**config.mk**
```make
export PLATFORM = sky130hd
export DESIGN_NAME = gravity_acceleration_accumulator_core
export DESIGN_NICKNAME = d
export VERILOG_FILES = /design/src/hw/rtl/gaa_pkg.sv /design/src/hw/rtl/gaa_mul.sv /design/src/hw/rtl/gaa_sqrt.sv /design/src/hw/rtl/gaa_div.sv /design/src/hw/rtl/gravity_acceleration_accumulator_core.sv
export SDC_FILE = /design/constraint.sdc
export NUM_CORES = 2
export LEC_CHECK = 0
export BUFFER_PORTS_ARGS = -buffer_cell sky130_fd_sc_hd__buf_4
export CORE_MARGIN = 2
export CORE_UTILIZATION = 40
export CTS_BUF_LIST = sky130_fd_sc_hd__clkbuf_4
export CTS_CLUSTER_SIZE = 25
export DETAILED_ROUTE_END_ITERATION = 8
export SKIP_LAST_GASP = 1
export SYNTH_ARGS = -nofsm -noshare
export SYNTH_HDL_FRONTEND = slang
export SYNTH_SLANG_ARGS = --single-unit
```
**constraint.sdc**
```tcl
create_clock -name clk -period 13.9 [get_ports clk]
set_clock_uncertainty 0.2 [all_clocks]
set_input_delay 2.78 -clock clk [delete_from_list [all_inputs] [get_ports clk]]
set_output_delay 2.78 -clock clk [all_outputs]
set_load 0.01 [all_outputs]
```
**src/hw/rtl/gaa_pkg.sv**
```systemverilog
`default_nettype none
package gaa_pkg;

  localparam int POS_W  = 32;
  localparam int MASS_W = 32;
  localparam int G_W    = 32;
  localparam int ACC_W  = 48;
  localparam int DIFF_W = POS_W + 1;
  localparam int D2_W   = 2 * DIFF_W;
  localparam int ROOT_W = 49;
  localparam int SQX_W  = 2 * ROOT_W;
  localparam int SQRT_EXTRA = 16;
  localparam int GM_W   = G_W + MASS_W;

  localparam logic [G_W-1:0] G_RESET = 32'h0001_0000;

  localparam logic signed [ACC_W+1:0] SAT_MAX = 50'sd140737488355327;
  localparam logic signed [ACC_W+1:0] SAT_MIN = -50'sd140737488355328;

  // busy / done status of an iterative unit
  typedef struct packed {
    logic busy;
    logic done;
  } unit_stat_t;

  // saturating add of a sign-magnitude contribution
  function automatic logic signed [ACC_W-1:0] sat_add(
    input logic signed [ACC_W-1:0] sum,
    input logic [ACC_W-1:0]        mag,
    input logic                    neg
  );
    logic signed [ACC_W+1:0] c;
    logic signed [ACC_W+1:0] t;
    c = $signed({2'b00, mag});
    if (neg) begin
      c = -c;
    end
    t = {{2{sum[ACC_W-1]}}, sum} + c;
    if (t > SAT_MAX) begin
      t = SAT_MAX;
    end else if (t < SAT_MIN) begin
      t = SAT_MIN;
    end
    return t[ACC_W-1:0];
  endfunction

endpackage
`default_nettype wire

```
**src/hw/rtl/gaa_mul.sv**
```systemverilog
`default_nettype none
// shift-add multiplier, one multiplier bit per cycle, stops when b runs out
module gaa_mul #(
  parameter int A_W = 66,
  parameter int B_W = 49
) (
  input  wire logic                 clk,
  input  wire logic                 rst_n,
  input  wire logic                 start,
  input  wire logic [A_W-1:0]       a,
  input  wire logic [B_W-1:0]       b,
  output gaa_pkg::unit_stat_t       stat,
  output logic [A_W+B_W-1:0]        prod
);
  import gaa_pkg::*;

  localparam int P_W = A_W + B_W;

  logic [P_W-1:0] acc_r, acc_nxt, a_r, a_nxt;
  logic [B_W-1:0] b_r, b_nxt;
  logic           busy_r, busy_nxt, done_r, done_nxt;

  always_comb begin
    acc_nxt  = acc_r;
    a_nxt    = a_r;
    b_nxt    = b_r;
    busy_nxt = busy_r;
    done_nxt = 1'b0;
    if (start) begin
      acc_nxt  = '0;
      a_nxt    = {{B_W{1'b0}}, a};
      b_nxt    = b;
      busy_nxt = 1'b1;
    end else if (busy_r) begin
      if (b_r == '0) begin
        busy_nxt = 1'b0;
        done_nxt = 1'b1;
      end else begin
        if (b_r[0]) begin
          acc_nxt = acc_r + a_r;
        end
        a_nxt = a_r << 1;
        b_nxt = b_r >> 1;
      end
    end
  end

  always_ff @(posedge clk) begin
    if (!rst_n) begin
      busy_r <= 1'b0;
      done_r <= 1'b0;
    end else begin
      busy_r <= busy_nxt;
      done_r <= done_nxt;
    end
    acc_r <= acc_nxt;
    a_r   <= a_nxt;
    b_r   <= b_nxt;
  end

  assign stat.busy = busy_r;
  assign stat.done = done_r;
  assign prod      = acc_r;

endmodule
`default_nettype wire

```
**src/hw/rtl/gaa_sqrt.sv**
```systemverilog
`default_nettype none
// digit-by-digit integer square root, one root bit per cycle
module gaa_sqrt #(
  parameter int R_W = 49
) (
  input  wire logic             clk,
  input  wire logic             rst_n,
  input  wire logic             start,
  input  wire logic [2*R_W-1:0] x,
  output gaa_pkg::unit_stat_t   stat,
  output logic [R_W-1:0]        root
);
  import gaa_pkg::*;

  localparam int X_W   = 2 * R_W;
  localparam int REM_W = R_W + 3;
  localparam int CNT_W = $clog2(R_W + 1);

  logic [X_W-1:0]   x_r, x_nxt;
  logic [REM_W-1:0] rem_r, rem_nxt, t, trial;
  logic [R_W-1:0]   root_r, root_nxt;
  logic [CNT_W-1:0] cnt_r, cnt_nxt;
  logic             busy_r, busy_nxt, done_r, done_nxt;

  assign t     = {rem_r[REM_W-3:0], x_r[X_W-1:X_W-2]};
  assign trial = {1'b0, root_r, 2'b01};

  always_comb begin
    x_nxt    = x_r;
    rem_nxt  = rem_r;
    root_nxt = root_r;
    cnt_nxt  = cnt_r;
    busy_nxt = busy_r;
    done_nxt = 1'b0;
    if (start) begin
      x_nxt    = x;
      rem_nxt  = '0;
      root_nxt = '0;
      cnt_nxt  = CNT_W'(R_W);
      busy_nxt = 1'b1;
    end else if (busy_r) begin
      if (t >= trial) begin
        rem_nxt  = t - trial;
        root_nxt = {root_r[R_W-2:0], 1'b1};
      end else begin
        rem_nxt  = t;
        root_nxt = {root_r[R_W-2:0], 1'b0};
      end
      x_nxt   = x_r << 2;
      cnt_nxt = cnt_r - 1'b1;
      if (cnt_r == CNT_W'(1)) begin
        busy_nxt = 1'b0;
        done_nxt = 1'b1;
      end
    end
  end

  always_ff @(posedge clk) begin
    if (!rst_n) begin
      busy_r <= 1'b0;
      done_r <= 1'b0;
    end else begin
      busy_r <= busy_nxt;
      done_r <= done_nxt;
    end
    x_r    <= x_nxt;
    rem_r  <= rem_nxt;
    root_r <= root_nxt;
    cnt_r  <= cnt_nxt;
  end

  assign stat.busy = busy_r;
  assign stat.done = done_r;
  assign root      = root_r;

endmodule
`default_nettype wire

```
**src/hw/rtl/gaa_div.sv**
```systemverilog
`default_nettype none
// restoring divider, one quotient bit per cycle; quotient clamped to 2^(ACC_W-1)
module gaa_div #(
  parameter int NUM_W = 137,
  parameter int DEN_W = 115
) (
  input  wire logic                    clk,
  input  wire logic                    rst_n,
  input  wire logic                    start,
  input  wire logic [NUM_W-1:0]        num,
  input  wire logic [DEN_W-1:0]        den,
  output gaa_pkg::unit_stat_t          stat,
  output logic [gaa_pkg::ACC_W-1:0]    quo
);
  import gaa_pkg::*;

  localparam int L_W   = ACC_W - 1;
  localparam int R_W   = DEN_W + 1;
  localparam int CNT_W = $clog2(L_W + 1);

  logic [R_W-1:0]   rem_r, rem_nxt, rem0, t, den_ext;
  logic [DEN_W-1:0] den_r, den_nxt;
  logic [L_W-1:0]   bits_r, bits_nxt;
  logic [ACC_W-1:0] q_r, q_nxt;
  logic [CNT_W-1:0] cnt_r, cnt_nxt;
  logic             busy_r, busy_nxt, done_r, done_nxt;

  assign rem0    = R_W'(num[NUM_W-1:L_W]);
  assign t       = {rem_r[R_W-2:0], bits_r[L_W-1]};
  assign den_ext = {1'b0, den_r};

  always_comb begin
    rem_nxt  = rem_r;
    den_nxt  = den_r;
    bits_nxt = bits_r;
    q_nxt    = q_r;
    cnt_nxt  = cnt_r;
    busy_nxt = busy_r;
    done_nxt = 1'b0;
    if (start) begin
      den_nxt  = den;
      rem_nxt  = rem0;
      bits_nxt = num[L_W-1:0];
      cnt_nxt  = CNT_W'(L_W);
      if (rem0 >= {1'b0, den}) begin
        // quotient at or past full scale
        q_nxt    = {1'b1, {L_W{1'b0}}};
        done_nxt = 1'b1;
      end else begin
        q_nxt    = '0;
        busy_nxt = 1'b1;
      end
    end else if (busy_r) begin
      if (t >= den_ext) begin
        rem_nxt = t - den_ext;
        q_nxt   = {q_r[ACC_W-2:0], 1'b1};
      end else begin
        rem_nxt = t;
        q_nxt   = {q_r[ACC_W-2:0], 1'b0};
      end
      bits_nxt = bits_r << 1;
      cnt_nxt  = cnt_r - 1'b1;
      if (cnt_r == CNT_W'(1)) begin
        busy_nxt = 1'b0;
        done_nxt = 1'b1;
      end
    end
  end

  always_ff @(posedge clk) begin
    if (!rst_n) begin
      busy_r <= 1'b0;
      done_r <= 1'b0;
    end else begin
      busy_r <= busy_nxt;
      done_r <= done_nxt;
    end
    rem_r  <= rem_nxt;
    den_r  <= den_nxt;
    bits_r <= bits_nxt;
    q_r    <= q_nxt;
    cnt_r  <= cnt_nxt;
  end

  assign stat.busy = busy_r;
  assign stat.done = done_r;
  assign quo       = q_r;

endmodule
`default_nettype wire

```
**src/hw/rtl/gravity_acceleration_accumulator_core.sv**
```systemverilog
// Per item: a self item goes straight to ST_FIN. For a coincident source both squares see a zero
// multiplier. A full source runs two 33-bit squares, a 49-step root,
// serial multiplies over 32, 49 and twice 33 bits, and two 47-step divides.
// Multiplies end early when the multiplier operand runs out of ones; a clamped divide skips the bit loop.
// Throughput: one word at a time; in_stall is high from accept until the sequencer is idle.
// Reset (sync, active low): sums clear, g_r returns to 1.0, output word dropped.
`default_nettype none
module gravity_acceleration_accumulator_core #(
  parameter int POS_FRAC_BITS = 16
) (
  input  wire logic                                clk,
  input  wire logic                                rst_n,
  // config
  input  wire logic                                cfg_we,
  input  wire logic [gaa_pkg::G_W-1:0]             cfg_wdata,
  // input channel
  input  wire logic                                in_valid,
  output logic                                     in_stall,
  input  wire logic signed [gaa_pkg::POS_W-1:0]    in_target_x,
  input  wire logic signed [gaa_pkg::POS_W-1:0]    in_target_y,
  input  wire logic signed [gaa_pkg::POS_W-1:0]    in_source_x,
  input  wire logic signed [gaa_pkg::POS_W-1:0]    in_source_y,
  input  wire logic [gaa_pkg::MASS_W-1:0]          in_source_mass,
  input  wire logic                                in_is_self,
  input  wire logic                                in_last,
  // result channel
  output logic                                     out_valid,
  input  wire logic                                out_stall,
  output logic signed [gaa_pkg::ACC_W-1:0]         out_accel_x,
  output logic signed [gaa_pkg::ACC_W-1:0]         out_accel_y
);
  import gaa_pkg::*;

  // numerator scale: 2P-8 for the units, plus the extra root fraction bits
  localparam int SH    = 2 * POS_FRAC_BITS - 8 + SQRT_EXTRA;
  localparam int NP_W  = GM_W + DIFF_W;
  localparam int NUM_W = NP_W + SH;
  localparam int DEN_W = D2_W + ROOT_W;
  localparam int MA_W  = D2_W;
  localparam int MB_W  = ROOT_W;

  typedef enum logic [3:0] {
    ST_IDLE, ST_SQ_X, ST_SQ_Y, ST_CHK, ST_ROOT, ST_GM, ST_DEN,
    ST_NUM_X, ST_DIV_X, ST_NUM_Y, ST_DIV_Y, ST_FIN
  } st_t;

  st_t                       st_r, st_nxt;
  logic                      run_r, run_nxt;
  logic [G_W-1:0]            g_r;
  logic [DIFF_W-1:0]         adx_r, adx_nxt, ady_r, ady_nxt;
  logic                      negx_r, negx_nxt, negy_r, negy_nxt;
  logic [MASS_W-1:0]         mass_r, mass_nxt;
  logic                      last_r, last_nxt;
  logic [D2_W-1:0]           d2_r, d2_nxt;
  logic [GM_W-1:0]           gm_r, gm_nxt;
  logic [DEN_W-1:0]          den_r, den_nxt;
  logic signed [ACC_W-1:0]   sum_x_r, sum_x_nxt, sum_y_r, sum_y_nxt;
  logic                      out_valid_r, out_valid_nxt;
  logic signed [ACC_W-1:0]   ax_r, ax_nxt, ay_r, ay_nxt;

  logic signed [DIFF_W-1:0]  dx_c, dy_c;
  logic [MA_W-1:0]           mul_a;
  logic [MB_W-1:0]           mul_b;
  logic [MA_W+MB_W-1:0]      mul_prod;
  logic [ROOT_W-1:0]         root;
  logic [ACC_W-1:0]          quo;
  unit_stat_t                mul_stat, sqrt_stat, div_stat;
  logic                      mul_start, sqrt_start, div_start;
  logic                      is_mul_st;

  // displacement, source minus target, exact in 33 bits
  assign dx_c = {in_source_x[POS_W-1], in_source_x} - {in_target_x[POS_W-1], in_target_x};
  assign dy_c = {in_source_y[POS_W-1], in_source_y} - {in_target_y[POS_W-1], in_target_y};

  // shared multiplier operand select
  always_comb begin
    mul_a     = '0;
    mul_b     = '0;
    is_mul_st = 1'b1;
    case (st_r)
      ST_SQ_X: begin
        mul_a = MA_W'(adx_r);
        mul_b = MB_W'(adx_r);
      end
      ST_SQ_Y: begin
        mul_a = MA_W'(ady_r);
        mul_b = MB_W'(ady_r);
      end
      ST_GM: begin
        mul_a = MA_W'(g_r);
        mul_b = MB_W'(mass_r);
      end
      ST_DEN: begin
        mul_a = d2_r;
        mul_b = root;
      end
      ST_NUM_X: begin
        mul_a = MA_W'(gm_r);
        mul_b = MB_W'(adx_r);
      end
      ST_NUM_Y: begin
        mul_a = MA_W'(gm_r);
        mul_b = MB_W'(ady_r);
      end
      default: is_mul_st = 1'b0;
    endcase
  end

  // each unit is kicked on the first cycle of its state
  assign mul_start  = is_mul_st && !run_r;
  assign sqrt_start = (st_r == ST_ROOT) && !run_r;
  assign div_start  = ((st_r == ST_DIV_X) || (st_r == ST_DIV_Y)) && !run_r;

  gaa_mul #(.A_W(MA_W), .B_W(MB_W)) u_mul (
    .clk   (clk),
    .rst_n (rst_n),
    .start (mul_start),
    .a     (mul_a),
    .b     (mul_b),
    .stat  (mul_stat),
    .prod  (mul_prod)
  );

  // root of D2 shifted up 32 bits, so the root has 16 extra fraction bits
  gaa_sqrt #(.R_W(ROOT_W)) u_sqrt (
    .clk   (clk),
    .rst_n (rst_n),
    .start (sqrt_start),
    .x     ({d2_r, {(SQX_W-D2_W){1'b0}}}),
    .stat  (sqrt_stat),
    .root  (root)
  );

  // numerator is G*m*|dc| held in the multiplier, scaled up
  gaa_div #(.NUM_W(NUM_W), .DEN_W(DEN_W)) u_div (
    .clk   (clk),
    .rst_n (rst_n),
    .start (div_start),
    .num   ({mul_prod[NP_W-1:0], {SH{1'b0}}}),
    .den   (den_r),
    .stat  (div_stat),
    .quo   (quo)
  );

  // sequencer
  always_comb begin
    st_nxt        = st_r;
    run_nxt       = run_r;
    adx_nxt       = adx_r;
    ady_nxt       = ady_r;
    negx_nxt      = negx_r;
    negy_nxt      = negy_r;
    mass_nxt      = mass_r;
    last_nxt      = last_r;
    d2_nxt        = d2_r;
    gm_nxt        = gm_r;
    den_nxt       = den_r;
    sum_x_nxt     = sum_x_r;
    sum_y_nxt     = sum_y_r;
    ax_nxt        = ax_r;
    ay_nxt        = ay_r;
    out_valid_nxt = out_valid_r && out_stall;
    case (st_r)
      ST_IDLE: begin
        if (in_valid) begin
          adx_nxt  = dx_c[DIFF_W-1] ? DIFF_W'(-dx_c) : DIFF_W'(dx_c);
          ady_nxt  = dy_c[DIFF_W-1] ? DIFF_W'(-dy_c) : DIFF_W'(dy_c);
          negx_nxt = dx_c[DIFF_W-1];
          negy_nxt = dy_c[DIFF_W-1];
          mass_nxt = in_source_mass;
          last_nxt = in_last;
          run_nxt  = 1'b0;
          st_nxt   = in_is_self ? ST_FIN : ST_SQ_X;
        end
      end
      ST_SQ_X: begin
        if (!run_r) begin
          run_nxt = 1'b1;
        end else if (mul_stat.done) begin
          d2_nxt  = mul_prod[D2_W-1:0];
          run_nxt = 1'b0;
          st_nxt  = ST_SQ_Y;
        end
      end
      ST_SQ_Y: begin
        if (!run_r) begin
          run_nxt = 1'b1;
        end else if (mul_stat.done) begin
          d2_nxt  = d2_r + mul_prod[D2_W-1:0];
          run_nxt = 1'b0;
          st_nxt  = ST_CHK;
        end
      end
      ST_CHK: begin
        // coincident source adds nothing
        st_nxt = (d2_r == '0) ? ST_FIN : ST_ROOT;
      end
      ST_ROOT: begin
        if (!run_r) begin
          run_nxt = 1'b1;
        end else if (sqrt_stat.done) begin
          run_nxt = 1'b0;
          st_nxt  = ST_GM;
        end
      end
      ST_GM: begin
        if (!run_r) begin
          run_nxt = 1'b1;
        end else if (mul_stat.done) begin
          gm_nxt  = mul_prod[GM_W-1:0];
          run_nxt = 1'b0;
          st_nxt  = ST_DEN;
        end
      end
      ST_DEN: begin
        if (!run_r) begin
          run_nxt = 1'b1;
        end else if (mul_stat.done) begin
          den_nxt = mul_prod[DEN_W-1:0];
          run_nxt = 1'b0;
          st_nxt  = ST_NUM_X;
        end
      end
      ST_NUM_X: begin
        if (!run_r) begin
          run_nxt = 1'b1;
        end else if (mul_stat.done) begin
          run_nxt = 1'b0;
          st_nxt  = ST_DIV_X;
        end
      end
      ST_DIV_X: begin
        if (!run_r) begin
          run_nxt = 1'b1;
        end else if (div_stat.done) begin
          sum_x_nxt = sat_add(sum_x_r, quo, negx_r);
          run_nxt   = 1'b0;
          st_nxt    = ST_NUM_Y;
        end
      end
      ST_NUM_Y: begin
        if (!run_r) begin
          run_nxt = 1'b1;
        end else if (mul_stat.done) begin
          run_nxt = 1'b0;
          st_nxt  = ST_DIV_Y;
        end
      end
      ST_DIV_Y: begin
        if (!run_r) begin
          run_nxt = 1'b1;
        end else if (div_stat.done) begin
          sum_y_nxt = sat_add(sum_y_r, quo, negy_r);
          run_nxt   = 1'b0;
          st_nxt    = ST_FIN;
        end
      end
      ST_FIN: begin
        if (!last_r) begin
          st_nxt = ST_IDLE;
        end else if (!out_valid_r || !out_stall) begin
          // output slot free: emit the word and clear the sums
          ax_nxt        = sum_x_r;
          ay_nxt        = sum_y_r;
          out_valid_nxt = 1'b1;
          sum_x_nxt     = '0;
          sum_y_nxt     = '0;
          st_nxt        = ST_IDLE;
        end
      end
      default: st_nxt = ST_IDLE;
    endcase
  end

  always_ff @(posedge clk) begin
    if (!rst_n) begin
      st_r        <= ST_IDLE;
      run_r       <= 1'b0;
      sum_x_r     <= '0;
      sum_y_r     <= '0;
      out_valid_r <= 1'b0;
      g_r         <= G_RESET;
    end else begin
      st_r        <= st_nxt;
      run_r       <= run_nxt;
      sum_x_r     <= sum_x_nxt;
      sum_y_r     <= sum_y_nxt;
      out_valid_r <= out_valid_nxt;
      if (cfg_we) begin
        g_r <= cfg_wdata;
      end
    end
    adx_r  <= adx_nxt;
    ady_r  <= ady_nxt;
    negx_r <= negx_nxt;
    negy_r <= negy_nxt;
    mass_r <= mass_nxt;
    last_r <= last_nxt;
    d2_r   <= d2_nxt;
    gm_r   <= gm_nxt;
    den_r  <= den_nxt;
    ax_r   <= ax_nxt;
    ay_r   <= ay_nxt;
  end

  assign in_stall    = (st_r != ST_IDLE);
  assign out_valid   = out_valid_r;
  assign out_accel_x = ax_r;
  assign out_accel_y = ay_r;

  // sums are clear right after a word is emitted
  a_sum_clr: assert property (@(posedge clk) disable iff (!rst_n)
    (st_r == ST_FIN && last_r && (!out_valid_r || !out_stall))
      |=> (sum_x_r == '0 && sum_y_r == '0 && out_valid_r))
    else $error("sums not cleared on emit");

  // a unit only reports done while the sequencer waits on it
  a_mul_done: assert property (@(posedge clk) disable iff (!rst_n)
    mul_stat.done |-> run_r)
    else $error("multiplier done with no pending request");

  a_div_done: assert property (@(posedge clk) disable iff (!rst_n)
    div_stat.done |-> (run_r && (st_r == ST_DIV_X || st_r == ST_DIV_Y)))
    else $error("divider done outside a divide state");

  // a word only appears for an item flagged last
  a_out_last: assert property (@(posedge clk) disable iff (!rst_n)
    $rose(out_valid_r) |-> $past(last_r))
    else $error("output word without last");

endmodule
`default_nettype wire

```
==> impl_metrics.tcl <==
set metrics [dict create \
    num_vias 72300 \
    grt.total_usage_pct 22.8 \
    cp.required_ns 14.92 \
    cp_cell_sequence "inv_1 -> ha_1 -> nand2_1 -> or3_1 -> or2_2 -> or3_1 -> or3_1 -> or3_1 -> nand2_1 -> xnor2_1 -> ha_1 -> nand4_1 -> a211oi_1 -> o21ai_0 -> nor2_1 -> o32a_1 -> a21oi_1 -> o31ai_1 -> a31oi_1 -> xnor2_1 -> a21oi_2 -> nor3_2 -> inv_2 -> o21ai_0" \
    outcome "completed" \
    setup_viol_count_final 0 \
    drt-total-wl_mm 255 \
    synthCells 9475 \
    layout-drive-gt1-share_pct 11.0 \
    cp-start-kind "register" \
    dpl_cell_area_um2 89400 \
    ys_types 96 \
    clk_pin_slew_ns 0.07 \
    yosys_warnings 0 \
    path_common_cell "or3_1" \
    gp_congestion 0.953 \
    dp_hpwl_mm 192 \
    grt_max_degree 108 \
    drtIter0Drc 5915 \
    p_leak_uw 0.0392 \
    switchingPower_uw 8560 \
    rows 169 \
    hold_viol_final 0 \
    syn-cell-area_um2 84800 \
    clk_latency_ns 1.33 \
    fin_nets 10600 \
    grt_overflow 0 \
    rsz0062_at_grt "false" \
    post-route-cell-area_um2 94300 \
    path_class "reg -> reg" \
    fp.dieW_um 464 \
    post_cts_buffers 0 \
    port_buffers 296 \
    cts_tree "done" \
    die_area_um2 216000 \
    arrival_ns 8.28 \
    synth_nets 10300 \
    max-cap-violations 0 \
    p_int_uw 11000 \
    slowest_stage "nor3_2" \
    period_share_pct 52.2 \
    pwr-share-seq_pct 32.1 \
    cts_hold_buf 0 \
    post-route-drc-count 0 \
    power_density_nw_per_um2 208 \
    antenna_left 0 \
    grt_pass1_vias 69900 \
    cts-root-buf "clkbuf_4" \
    crit_fanout 33 \
    cts_resized 0 \
    cts_sinks 1323 \
    clk_path_buf_depth 4 \
    grt_pass1_wl_mm 395 \
    htreeDepth 5 \
    yosys_register_bits 1323 \
    hp-class "reg -> reg" \
    fp.coreArea_um2 211000 \
    cts_buffers 381 \
    ys_seq_area_share_pct 41.7 \
    cp_top_family "simple AND/OR/NAND/NOR gates" \
    slew-limit-headroom_pct 23.2 \
    combPwrFrac_pct 49.2 \
    syn_area_per_cell_um2 8.95 \
    dieHeight_um 464 \
    max_freq_mhz 138 \
    max_stage_delay_ns 0.67 \
    ir_drop_v 0.000133 \
    io_pins 297 \
    finalPower_uw 19600 \
    synth_edf_count 883 \
    firstDrtPassIters 9 \
    areaGrowthSynthToFinish_pct 11.2 \
    fin_crit_ns 7.26 \
    tns_ns 0 \
    critPathCaptureType "register" \
    start_util_pct 40.1 \
    vias_per_cell 5.61 \
    cp_num_buf_inv 2 \
    worstMarginPinSlew_ns 1.15 \
    post_drt_wl_per_cell_um 19.8 \
    swShare_pct 43.7 \
    maxSlewViolCount 0 \
    synth-main-ff-cell "edfxtp_1" \
    clkPwrFrac_pct 18.7 \
    async_reset_ff_share_pct 0 \
    grt_antenna_before_repair 12 \
]
[state kept, by name, indices dropped and copies added, names as in the netlist, 48 cells and up]
| signal | cells |
|---|---|
| den_r | 115 |
| u_div.den_r | 115 |
| u_div.rem_r | 115 |
| u_mul.a_r | 115 |
| u_mul.prod | 115 |
| d2_r | 66 |
| u_sqrt.x_r | 66 |
| gm_r | 64 |
| u_sqrt.rem_r | 50 |
| u_mul.b_r | 49 |
| u_sqrt.root | 49 |
| out_accel_x | 48 |
| out_accel_y | 48 |
| sum_x_r | 48 |
| sum_y_r | 48 |
| u_div.quo | 48 |
[synth_stat cells (all sizes together) (25+ instances only)]
| master | instances | area share [%] |
|---|---|---|
| a222oi | 34 | 0.40 |
| ha | 608 | 9.0 |
| edfxtp | 883 | 31 |
| nor3 | 110 | 0.66 |
| xnor2 | 410 | 4.2 |
| a221o | 27 | 0.32 |
| inv | 505 | 2.2 |
| o21ai | 545 | 3.2 |
| o211ai | 27 | 0.24 |
| a21o | 362 | 3.2 |
| nor2 | 739 | 3.3 |
| o21a | 67 | 0.59 |
| a22o | 32 | 0.33 |
| o31ai | 45 | 0.40 |
| and2 | 83 | 0.61 |
| xor2 | 202 | 2.1 |
| nor2b | 74 | 0.55 |
| or2 | 29 | 0.21 |
| a21oi | 1065 | 6.3 |
| nand2b | 78 | 0.58 |
| nor4 | 77 | 0.59 |
| mux2i | 118 | 1.4 |
| nand3 | 140 | 0.83 |
| a311oi | 58 | 0.60 |
| a221oi | 80 | 0.83 |
| o21bai | 100 | 0.89 |
| a211oi | 64 | 0.57 |
| and4 | 25 | 0.26 |
| clkbuf | 447 | 2.0 |
| nand2 | 1220 | 5.4 |
| a31oi | 140 | 1.0 |
| nand4 | 180 | 1.3 |
| or3 | 74 | 0.55 |
| buf | 49 | 0.28 |
| dfxtp | 440 | 10 |
| and3 | 65 | 0.48 |
[area by class of cell]
class / instances / area [µm²]
antenna: 9 / 22.5
clock buffer: 586 / 4400
clock inverter: 99 / 445
fill: 20900 / 117000
inverter: 506 / 1910
multi-input combinational: 7150 / 45800
sequential: 1323 / 35300
tap: 2821 / 3530
timing repair buffer: 377 / 2830
[final timing paths]
check                             startpoint              end  slack [ns]  cells after the start
worst min register to register     den_r[40]  u_div.den_r[40]        0.16                      0
worst max register to register  u_div.quo[0]      sum_x_r[14]        6.64                     24
worst max-delay path            u_div.quo[0]      sum_x_r[14]        6.64                     24
worst min-delay path               den_r[40]  u_div.den_r[40]        0.16                      0
[power groups by stage]
stage	clock network (µW)	logic (µW)	registers (µW)
global placement	0	9390	6340
CTS	3800	9570	6280
finish	3670	9640	6290
floorplan	0	7260	6050
detailed placement	0	9510	6360
global route	3990	10700	6380
[stage by stage]
stage	hold WS, ns	setup slack [ns]	cells	utilization (%)
after floorplan	0.226	1.20	9475	-
after global placement	0.233	6.10	12200	42.3
after detailed placement	0.234	6.13	12200	42.3
after CTS	0.163	6.61	12900	44.6
after global routing	0.156	6.02	12900	44.6
final	0.163	6.64	12900	44.6
[cell usage in the layout, fill, tap and decap left out, types with 79 or more instances in the layout]
| cell type | n |
|---|---|
| clkbuf_4 | 586 |
| o21bai_1 | 100 |
| dfxtp_1 | 439 |
| nor2_1 | 736 |
| edfxtp_1 | 883 |
| xor2_1 | 202 |
| a221oi_1 | 80 |
| inv_1 | 500 |
| a31oi_1 | 138 |
| xnor2_1 | 410 |
| mux2i_1 | 118 |
| clkinv_1 | 79 |
| o21ai_0 | 517 |
| and2_1 | 82 |
| nand3_1 | 139 |
| nand4_1 | 180 |
| ha_1 | 608 |
| buf_4 | 377 |
| nand2_1 | 1216 |
| a21o_1 | 362 |
| a21oi_1 | 1063 |
| nor3_1 | 103 |
[worst reg2reg max path: stages (launching register included)]
cell and delay [ns]:
edfxtp_1 0.51, inv_1 0.13, ha_1 0.18, nand2_1 0.08, or3_1 0.37, or2_2 0.32
or3_1 0.35, or3_1 0.35, or3_1 0.34, nand2_1 0.10, xnor2_1 0.10, ha_1 0.42
nand4_1 0.14, a211oi_1 0.17, o21ai_0 0.14, nor2_1 0.12, o32a_1 0.19, a21oi_1 0.17
o31ai_1 0.64, a31oi_1 0.21, xnor2_1 0.40, a21oi_2 0.09, nor3_2 0.67, inv_2 0.49
o21ai_0 0.29
[layer usage]
metal	share of wire [%]	routed length, µm	GRT usage, %	vias to the layer above
li1	-	-	-	35300
met1	43	111000	29.4	34100
met2	46	118000	37.6	2295
met4	4.2	10600	9.78	18
met5	0.045	114	0	-
met3	6.1	15500	3.91	546
[logic make-up (layout without fill, tap and decap cells)]
logic type	Yosys count	in the layout	share of synthesized area (%)
AOI/OAI and AO/OA	2839	2839	20.9
xor gates and xnor gates	612	612	6.32
adders and majority gates	615	615	9.14
buffers and inverters	1002	1568	4.50
DFF	1323	1323	41.7
muxes	125	125	1.49
other	0	9	0
and+or+nand+nor	2959	2959	16.0
Power figures use the tool's default switching activity.
